===== src/hdl/rar_pkg.sv =====
// shared types and constants for the rational arithmetic reduce unit
`timescale 1ns / 1ps
package rar_pkg;

	// port widths fixed by the word format
	localparam int IN_W      = 16;
	localparam int CMD_W     = 3;
	localparam int RAW_NUM_W = 33;
	localparam int RAW_DEN_W = 32;

	// significant bits of each input term, sign at TERM_WIDTH-1 (at most IN_W)
	localparam int TERM_WIDTH = 16;
	localparam int PROD_W     = 2 * TERM_WIDTH;
	localparam int WORK_W     = 2 * TERM_WIDTH + 1;
	localparam int CNT_W      = $clog2(WORK_W + 1);

	typedef enum logic [CMD_W-1:0] {
		CMD_ADD   = 3'd0,
		CMD_SUB   = 3'd1,
		CMD_MUL   = 3'd2,
		CMD_DIV   = 3'd3,
		CMD_RECIP = 3'd4
	} cmd_t;

	typedef enum logic [3:0] {
		S_IDLE,
		S_MUL0,
		S_MUL1,
		S_MUL2,
		S_COMB,
		S_EUCLID,
		S_EU_WAIT,
		S_QN,
		S_QN_WAIT,
		S_QD,
		S_QD_WAIT,
		S_FINISH
	} state_t;

	typedef struct packed {
		logic                     start;
		logic signed [WORK_W-1:0] dividend;
		logic signed [WORK_W-1:0] divisor;
	} div_req_t;

	typedef struct packed {
		logic                     done;
		logic signed [WORK_W-1:0] quot;
		logic signed [WORK_W-1:0] rem;
	} div_rsp_t;

endpackage


===== src/hdl/rar_div.sv =====
// iterative signed divider, truncating quotient and remainder, one bit per cycle
`timescale 1ns / 1ps
module rar_div (
	input  logic              clk,
	input  logic              arst_n,
	input  rar_pkg::div_req_t req,
	output rar_pkg::div_rsp_t rsp
);
	import rar_pkg::*;

	logic              busy_q;
	logic              done_q;
	logic [CNT_W-1:0]  cnt_q;
	logic [WORK_W-1:0] den_q;
	logic [WORK_W-1:0] quo_q;
	logic [WORK_W-1:0] rem_q;
	logic              qneg_q;
	logic              rneg_q;

	logic [WORK_W-1:0] dvd_mag;
	logic [WORK_W-1:0] dvs_mag;
	logic [WORK_W:0]   shifted;
	logic [WORK_W:0]   diff;
	logic [WORK_W-1:0] quo_s;
	logic [WORK_W-1:0] rem_s;

	// magnitudes; the most negative value maps onto its unsigned magnitude
	assign dvd_mag = req.dividend[WORK_W-1] ? (~req.dividend + WORK_W'(1)) : req.dividend;
	assign dvs_mag = req.divisor[WORK_W-1] ? (~req.divisor + WORK_W'(1)) : req.divisor;

	// restoring step
	assign shifted = {rem_q, quo_q[WORK_W-1]};
	assign diff    = shifted - {1'b0, den_q};

	always_ff @(posedge clk or negedge arst_n) begin
		if (!arst_n) begin
			busy_q <= 1'b0;
			done_q <= 1'b0;
			cnt_q  <= '0;
		end else begin
			done_q <= busy_q && (cnt_q == CNT_W'(1));
			if (req.start && !busy_q) begin
				busy_q <= 1'b1;
				cnt_q  <= CNT_W'(WORK_W);
			end else if (busy_q) begin
				cnt_q <= cnt_q - CNT_W'(1);
				if (cnt_q == CNT_W'(1)) begin
					busy_q <= 1'b0;
				end
			end
		end
	end

	always_ff @(posedge clk) begin
		if (req.start && !busy_q) begin
			den_q  <= dvs_mag;
			quo_q  <= dvd_mag;
			rem_q  <= '0;
			qneg_q <= req.dividend[WORK_W-1] ^ req.divisor[WORK_W-1];
			rneg_q <= req.dividend[WORK_W-1];
		end else if (busy_q) begin
			rem_q <= diff[WORK_W] ? shifted[WORK_W-1:0] : diff[WORK_W-1:0];
			quo_q <= {quo_q[WORK_W-2:0], ~diff[WORK_W]};
		end
	end

	// remainder takes the dividend's sign, quotient the xor of both
	assign quo_s = qneg_q ? (~quo_q + WORK_W'(1)) : quo_q;
	assign rem_s = rneg_q ? (~rem_q + WORK_W'(1)) : rem_q;

	assign rsp.done = done_q;
	assign rsp.quot = signed'(quo_s);
	assign rsp.rem  = signed'(rem_s);

endmodule


===== src/hdl/rational_arith_reduce_unit.sv =====
// top level: command sequencer, shared multiplier, euclid loop on the shared divider
`timescale 1ns / 1ps
// sequence: the multiplier states form the raw terms, then each euclid step is one pass
//   on the shared divider, then euclid exit, two reduced-term divider passes and finish;
//   when both raw terms are zero, euclid exit goes straight to finish
// a new word waits until the last has left finish; the divider's loop sets the pace
// input taken only in idle; an output register lets the next word in behind a stalled result
// reset (arst_n low, asynchronous): sequencer back to idle, no result pending
module rational_arith_reduce_unit (
	input  logic                                 clk,
	input  logic                                 arst_n,
	// input channel
	input  logic                                 in_valid,
	output logic                                 in_stall,
	input  logic [rar_pkg::CMD_W-1:0]            command,
	input  logic signed [rar_pkg::IN_W-1:0]      a_num,
	input  logic signed [rar_pkg::IN_W-1:0]      a_den,
	input  logic signed [rar_pkg::IN_W-1:0]      b_num,
	input  logic signed [rar_pkg::IN_W-1:0]      b_den,
	// output channel
	output logic                                 out_valid,
	input  logic                                 out_stall,
	output logic signed [rar_pkg::RAW_NUM_W-1:0] raw_num,
	output logic signed [rar_pkg::RAW_DEN_W-1:0] raw_den,
	output logic signed [rar_pkg::RAW_NUM_W-1:0] red_num,
	output logic signed [rar_pkg::RAW_DEN_W-1:0] red_den,
	output logic signed [rar_pkg::RAW_NUM_W-1:0] divisor,
	output logic                                 whole_flag,
	output logic                                 zero_error
);
	import rar_pkg::*;

	state_t state_q, state_d;

	// captured operands
	cmd_t                         cmd_q;
	logic signed [TERM_WIDTH-1:0] an_q, ad_q, bn_q, bd_q;

	// products from the shared multiplier
	logic signed [TERM_WIDTH-1:0] mul_a, mul_b;
	logic signed [PROD_W-1:0]     prod;
	logic signed [PROD_W-1:0]     p_q, q_q, d_q;

	// raw terms and euclid pair
	logic signed [WORK_W-1:0] rn_c, rd_c;
	logic signed [WORK_W-1:0] rn_q, rd_q, x_q, y_q;
	logic signed [WORK_W-1:0] rdn_q, rdd_q;
	logic                     err_q;

	// output register
	logic                        out_valid_q;
	logic                        out_free;
	logic signed [WORK_W-1:0]    raw_num_q, raw_den_q, red_num_q, red_den_q, divisor_q;
	logic                        whole_q, zero_err_q;

	div_req_t div_req;
	div_rsp_t div_rsp;

	rar_div u_div (
		.clk    (clk),
		.arst_n (arst_n),
		.req    (div_req),
		.rsp    (div_rsp)
	);

	// single shared multiplier, registered into p, q or d by state
	assign prod = PROD_W'(mul_a) * PROD_W'(mul_b);

	assign out_free = !out_valid_q || !out_stall;

	// raw terms from registered products; operands for equal denominators or reciprocal
	always_comb begin
		logic signed [WORK_W-1:0] an_w, ad_w, bn_w, bd_w, p_w, q_w, d_w;
		an_w = WORK_W'(an_q);
		ad_w = WORK_W'(ad_q);
		bn_w = WORK_W'(bn_q);
		bd_w = WORK_W'(bd_q);
		p_w  = WORK_W'(p_q);
		q_w  = WORK_W'(q_q);
		d_w  = WORK_W'(d_q);
		case (cmd_q)
			CMD_ADD: begin
				rn_c = (ad_q == bd_q) ? (an_w + bn_w) : (p_w + q_w);
				rd_c = (ad_q == bd_q) ? bd_w : d_w;
			end
			CMD_SUB: begin
				rn_c = (ad_q == bd_q) ? (an_w - bn_w) : (p_w - q_w);
				rd_c = (ad_q == bd_q) ? bd_w : d_w;
			end
			CMD_MUL, CMD_DIV: begin
				rn_c = p_w;
				rd_c = d_w;
			end
			default: begin
				// reciprocal, and unused codes behave the same
				rn_c = ad_w;
				rd_c = an_w;
			end
		endcase
	end

	// next state
	always_comb begin
		state_d = state_q;
		case (state_q)
			S_IDLE:    if (in_valid) state_d = S_MUL0;
			S_MUL0:    state_d = S_MUL1;
			S_MUL1:    state_d = S_MUL2;
			S_MUL2:    state_d = S_COMB;
			S_COMB:    state_d = S_EUCLID;
			S_EUCLID: begin
				if (y_q != '0) begin
					state_d = S_EU_WAIT;
				end else if (x_q == '0) begin
					state_d = S_FINISH;
				end else begin
					state_d = S_QN;
				end
			end
			S_EU_WAIT: if (div_rsp.done) state_d = S_EUCLID;
			S_QN:      state_d = S_QN_WAIT;
			S_QN_WAIT: if (div_rsp.done) state_d = S_QD;
			S_QD:      state_d = S_QD_WAIT;
			S_QD_WAIT: if (div_rsp.done) state_d = S_FINISH;
			S_FINISH:  if (out_free) state_d = S_IDLE;
			default:   state_d = S_IDLE;
		endcase
	end

	// sequencer outputs: handshake, multiplier operands, divider requests
	always_comb begin
		in_stall         = (state_q != S_IDLE);
		mul_a            = an_q;
		mul_b            = bd_q;
		div_req.start    = 1'b0;
		div_req.dividend = x_q;
		div_req.divisor  = y_q;
		case (state_q)
			S_MUL0: begin
				mul_a = an_q;
				mul_b = (cmd_q == CMD_MUL) ? bn_q : bd_q;
			end
			S_MUL1: begin
				mul_a = bn_q;
				mul_b = ad_q;
			end
			S_MUL2: begin
				mul_a = ad_q;
				mul_b = (cmd_q == CMD_DIV) ? bn_q : bd_q;
			end
			S_EUCLID: begin
				div_req.start = (y_q != '0);
			end
			S_QN: begin
				div_req.start    = 1'b1;
				div_req.dividend = rn_q;
				div_req.divisor  = x_q;
			end
			S_QD: begin
				div_req.start    = 1'b1;
				div_req.dividend = rd_q;
				div_req.divisor  = x_q;
			end
			default: begin
			end
		endcase
	end

	always_ff @(posedge clk or negedge arst_n) begin
		if (!arst_n) begin
			state_q     <= S_IDLE;
			out_valid_q <= 1'b0;
		end else begin
			state_q <= state_d;
			if (state_q == S_FINISH && out_free) begin
				out_valid_q <= 1'b1;
			end else if (!out_stall) begin
				out_valid_q <= 1'b0;
			end
		end
	end

	// datapath registers
	always_ff @(posedge clk) begin
		case (state_q)
			S_IDLE: begin
				if (in_valid) begin
					cmd_q <= cmd_t'(command);
					an_q  <= a_num[TERM_WIDTH-1:0];
					ad_q  <= a_den[TERM_WIDTH-1:0];
					bn_q  <= b_num[TERM_WIDTH-1:0];
					bd_q  <= b_den[TERM_WIDTH-1:0];
				end
			end
			S_MUL0: p_q <= prod;
			S_MUL1: q_q <= prod;
			S_MUL2: d_q <= prod;
			S_COMB: begin
				rn_q <= rn_c;
				rd_q <= rd_c;
				x_q  <= rn_c;
				y_q  <= rd_c;
			end
			S_EUCLID: begin
				// loop exit: zero gcd means both raw terms were zero
				err_q <= (y_q == '0) && (x_q == '0);
				rdn_q <= '0;
				rdd_q <= '0;
			end
			S_EU_WAIT: begin
				if (div_rsp.done) begin
					x_q <= y_q;
					y_q <= div_rsp.rem;
				end
			end
			S_QN_WAIT: if (div_rsp.done) rdn_q <= div_rsp.quot;
			S_QD_WAIT: if (div_rsp.done) rdd_q <= div_rsp.quot;
			default: begin
			end
		endcase

		if (state_q == S_FINISH && out_free) begin
			raw_num_q  <= rn_q;
			raw_den_q  <= rd_q;
			red_num_q  <= rdn_q;
			red_den_q  <= rdd_q;
			divisor_q  <= x_q;
			whole_q    <= !err_q && (rd_q == x_q);
			zero_err_q <= err_q;
		end
	end

	assign out_valid  = out_valid_q;
	assign raw_num    = RAW_NUM_W'(raw_num_q);
	assign raw_den    = RAW_DEN_W'(raw_den_q);
	assign red_num    = RAW_NUM_W'(red_num_q);
	assign red_den    = RAW_DEN_W'(red_den_q);
	assign divisor    = RAW_NUM_W'(divisor_q);
	assign whole_flag = whole_q;
	assign zero_error = zero_err_q;

	// a new result only ever appears out of the finish state
	a_out_from_finish: assert property (@(posedge clk) disable iff (!arst_n)
		$rose(out_valid) |-> $past(state_q == S_FINISH))
		else $error("result raised outside finish state");

	// an accepted word always starts the product sequence
	a_accept_starts: assert property (@(posedge clk) disable iff (!arst_n)
		(in_valid && !in_stall) |=> (state_q == S_MUL0))
		else $error("accepted word did not start the sequencer");

	// error results carry zero reduced terms and divisor
	a_err_zero: assert property (@(posedge clk) disable iff (!arst_n)
		(out_valid && zero_error) |-> (red_num == '0 && red_den == '0 && divisor == '0
			&& !whole_flag))
		else $error("zero divisor result not cleared");

	// a whole result reduces its denominator to one
	a_whole_one: assert property (@(posedge clk) disable iff (!arst_n)
		(out_valid && whole_flag) |-> (red_den == RAW_DEN_W'(1)))
		else $error("whole result with reduced denominator not one");

endmodule

===== config.mk =====
export PLATFORM = sky130hd
export DESIGN_NAME = rational_arith_reduce_unit
export DESIGN_NICKNAME = d
export VERILOG_FILES = /design/src/hdl/rar_pkg.sv /design/src/hdl/rar_div.sv /design/src/hdl/rational_arith_reduce_unit.sv
export SDC_FILE = /design/constraint.sdc
export NUM_CORES = 2
export LEC_CHECK = 0
export ABC_CLOCK_PERIOD_IN_PS = 18600
export BUFFER_PORTS_ARGS = -buffer_cell sky130_fd_sc_hd__buf_4
export CAP_MARGIN = 20
export CORE_MARGIN = 2
export CORE_UTILIZATION = 60
export CTS_CLUSTER_DIAMETER = 30
export DETAILED_ROUTE_END_ITERATION = 8
export PLACE_DENSITY = 0.77
export SLEW_MARGIN = 20
export SYNTH_ARGS = -nofsm -noshare
export SYNTH_HDL_FRONTEND = slang
export SYNTH_SLANG_ARGS = --single-unit

===== constraint.sdc =====
create_clock -name clk -period 18.6 [get_ports clk]
set_input_delay 0 -clock clk [delete_from_list [all_inputs] [get_ports clk]]
set_output_delay 0 -clock clk [all_outputs]
set_load 0.05 [all_outputs]

==> flow_summary.ini <==
[status]
status = complete, but fails checks
violations = DRC

[global_routing]
track_usage = 0.360
antenna_found_initial = 1
grt_overflow = 0
grt_pass1_vias = 35089
grt_pass1_wl_um = 206000
grt_max_degree = 110

[routing]
num_vias = 35184
highest_layer = met4
wl_met2_um = 64300
wl_per_cell_um = 24.0
routed_wl_um = 136000
wl_met1_um = 50900
via_per_inst = 6.20
firstDrtPassIters = 9
drc = 15
first_iter_violations = 4410
ant_nets = 0
wl_met3_um = 12600

[clock_tree]
numCtsBuffers = 120
cts_resized = 0
clk_pin_slew_ns = 0.05
clk_latency_ns = 0.73
cts_max_level = 3
cts_tree = built
clk_path_buf_depth = 3
cts.sinks = 639
clock_tree.root_cell = clkbuf_16

[setup_path]
worstSetupEndpointType = flip-flop
crit_fanout = 36
critPathKind = reg -> reg
max_stage_delay_ns = 0.77
cp_top_family = adder cells
worstPathArrival_ns = 10.83
required_ns = 19.06
crit_buf_inv = 5
cpMostUsedCell = fa_1
crit_start = state_q[0]
startpoint_type = flip-flop
crit_path_top_delay_cell = dfrtp_2
rr_startpoint = state_q[0]

[sta]
max_slew.worst_pin.slew_ns = 1.27
period_share = 0.558
finalSetupViolCount = 0
slew_violations = 0
min_period_ns = 10.37
hold_viol = 0
slew-limit-headroom = 0.151
rsz0062_at_grt = false
fmax_mhz = 96.4
finalClockSkew_ns = 0.0736
fin_setup_tns_ns = 0

[floorplanning]
num_io_pins = 238
die_area_mm2 = 0.0761
core-area_mm2 = 0.0731
std_cell_rows = 99
die_y_um = 276
initial_utilization = 0.607
dieWidth_um = 276

[synth]
syn_nets = 4862
synth_flop_cell = edfxtp_1
synthAdderAreaFrac = 0.182
netlist-cell-type-count = 90
synth_top_area_cell = edfxtp_1
synthCells = 4307
synth-simple-area-share = 0.135
synth_top_area_share = 0.401
syn_area_mm2 = 0.0444
ys_seq_area_frac = 0.424
synthXorXnorAreaFrac = 0.0572
synth_enable_flop_cells = 593
synth-compound-area-share = 0.124
synth.avg_cell_area_um2 = 10.3
synth_seq_cells = 639
synth_top_family_by_area = adder cells
ys_top_cells_by_area = edfxtp_1 40%, fa_1 12%, ha_1 6.1%
synthMuxAreaShare = 0.0227
yosys_warnings = 0
synth.most_common_cell = edfxtp_1
async_flop_share = 0.0203
ys_top_cells_by_count = 593 x edfxtp_1, 455 x inv_1, 421 x nand2_1

[cells_and_area]
nets = 5160
areaGrowthSynthToFinish_pct = 18.0
fin_util = 0.716
n_antenna_cell = 0
drive_gt1_frac = 0.128

[worst_hold_path]
hold_path.class = in -> reg
holdCritStartpoint = command[2]

[place]
hpwl_um = 101000
gp_congestion = 0.994
io_buffers = 237

[run]
cap_violations = 0
[layout by cell type, fill, tap and decap left out, drive strengths merged, types with 31 or more instances in the layout]
master and count:
o21ai 227, fa 267, o31ai 34, xor2 117, nor2 377, inv 501
nand2b 42, nand4 32, a22oi 31, nor2b 38, dlygate4sd3 70, clkbuf 128
edfxtp 593, buf 298, or3 32, nand3 111, ha 217, a31oi 38
xnor2 173, a21oi 231, nand2 421, dfxtp 33, a21o 59, nor4 31
nor3 76, mux2i 76
[layout make-up]
| cell class | instances | area (um^2) |
|---|---|---|
| inverter | 457 | 1720 |
| sequential | 639 | 18800 |
| clock inverter | 101 | 1410 |
| multi-input combinational | 3019 | 23200 |
| tap | 959 | 1200 |
| fill | 5181 | 20700 |
| timing repair buffer | 368 | 2930 |
| clock buffer | 128 | 3050 |
[timing repair]
action / in CTS / in global routing
hold buffers: 70 / 0
hold endpoints to repair: 82 / 0
setup buffers: 0 / 0
[flip-flops by register name, summed over array words and instances (netlist names), 6 cells and up]
| signal | flops |
|---|---|
| divisor | 33 |
| raw_num | 33 |
| rdn_q | 33 |
| red_num | 33 |
| rn_q | 33 |
| u_div.den_q | 33 |
| u_div.quo_q | 33 |
| u_div.rem_q | 33 |
| x_q | 33 |
| y_q | 33 |
| d_q | 32 |
| p_q | 32 |
| q_q | 32 |
| raw_den_q | 32 |
| rd_q | 32 |
| rdd_q | 32 |
| red_den_q | 32 |
| ad_q | 16 |
| an_q | 16 |
| bd_q | 16 |
| bn_q | 16 |
| u_div.cnt_q | 6 |
[per-layer routing]
metal,global-route usage,vias to the layer above
met2,0.588,2011
li1,-,15693
met4,0.200,0
met1,0.461,17038
met5,0.00251,-
met3,0.0582,442
[worst paths after layout]
check | to | slack (ns) | cells after the start
setup / recovery | p_q[31] | 8.23 | 29
hold / removal | cmd_q[2] | 0.02 | 2
setup reg to reg | p_q[31] | 8.23 | 29
hold reg to reg | red_num[9] | 0.40 | 0
max in group asynchronous | state_q[0] | 17.55 | 3
min in group asynchronous | u_div.cnt_q[2] | 0.46 | 3
[kinds of logic (layout without fill, tap and decap cells)]
| family | count (synthesis) | in the layout |
|---|---|---|
| AOI/OAI and AO/OA | 860 | 860 |
| muxes | 98 | 98 |
| buffers and inverters | 649 | 1054 |
| and+or+nand+nor | 1287 | 1287 |
| adders and majority gates | 484 | 484 |
| xor gates and xnor gates | 290 | 290 |
| DFF | 639 | 639 |
[through the flow]
step	hold WS, ns	cells	worst slack, ns	area, um^2
2_1_floorplan	-0.296	4307	4.99	44400
3_3_place_gp	-0.119	5368	8.48	47100
3_5_place_dp	-0.123	5371	8.23	47200
4_1_cts	0.00292	5670	8.18	52300
5_1_grt	0.0157	5671	7.77	52300
6_report	0.0162	5671	8.23	52300
Power is left out: the tool's default activity adds up to more than one toggle a clock period on the data nets, which glitch-free logic cannot reach.
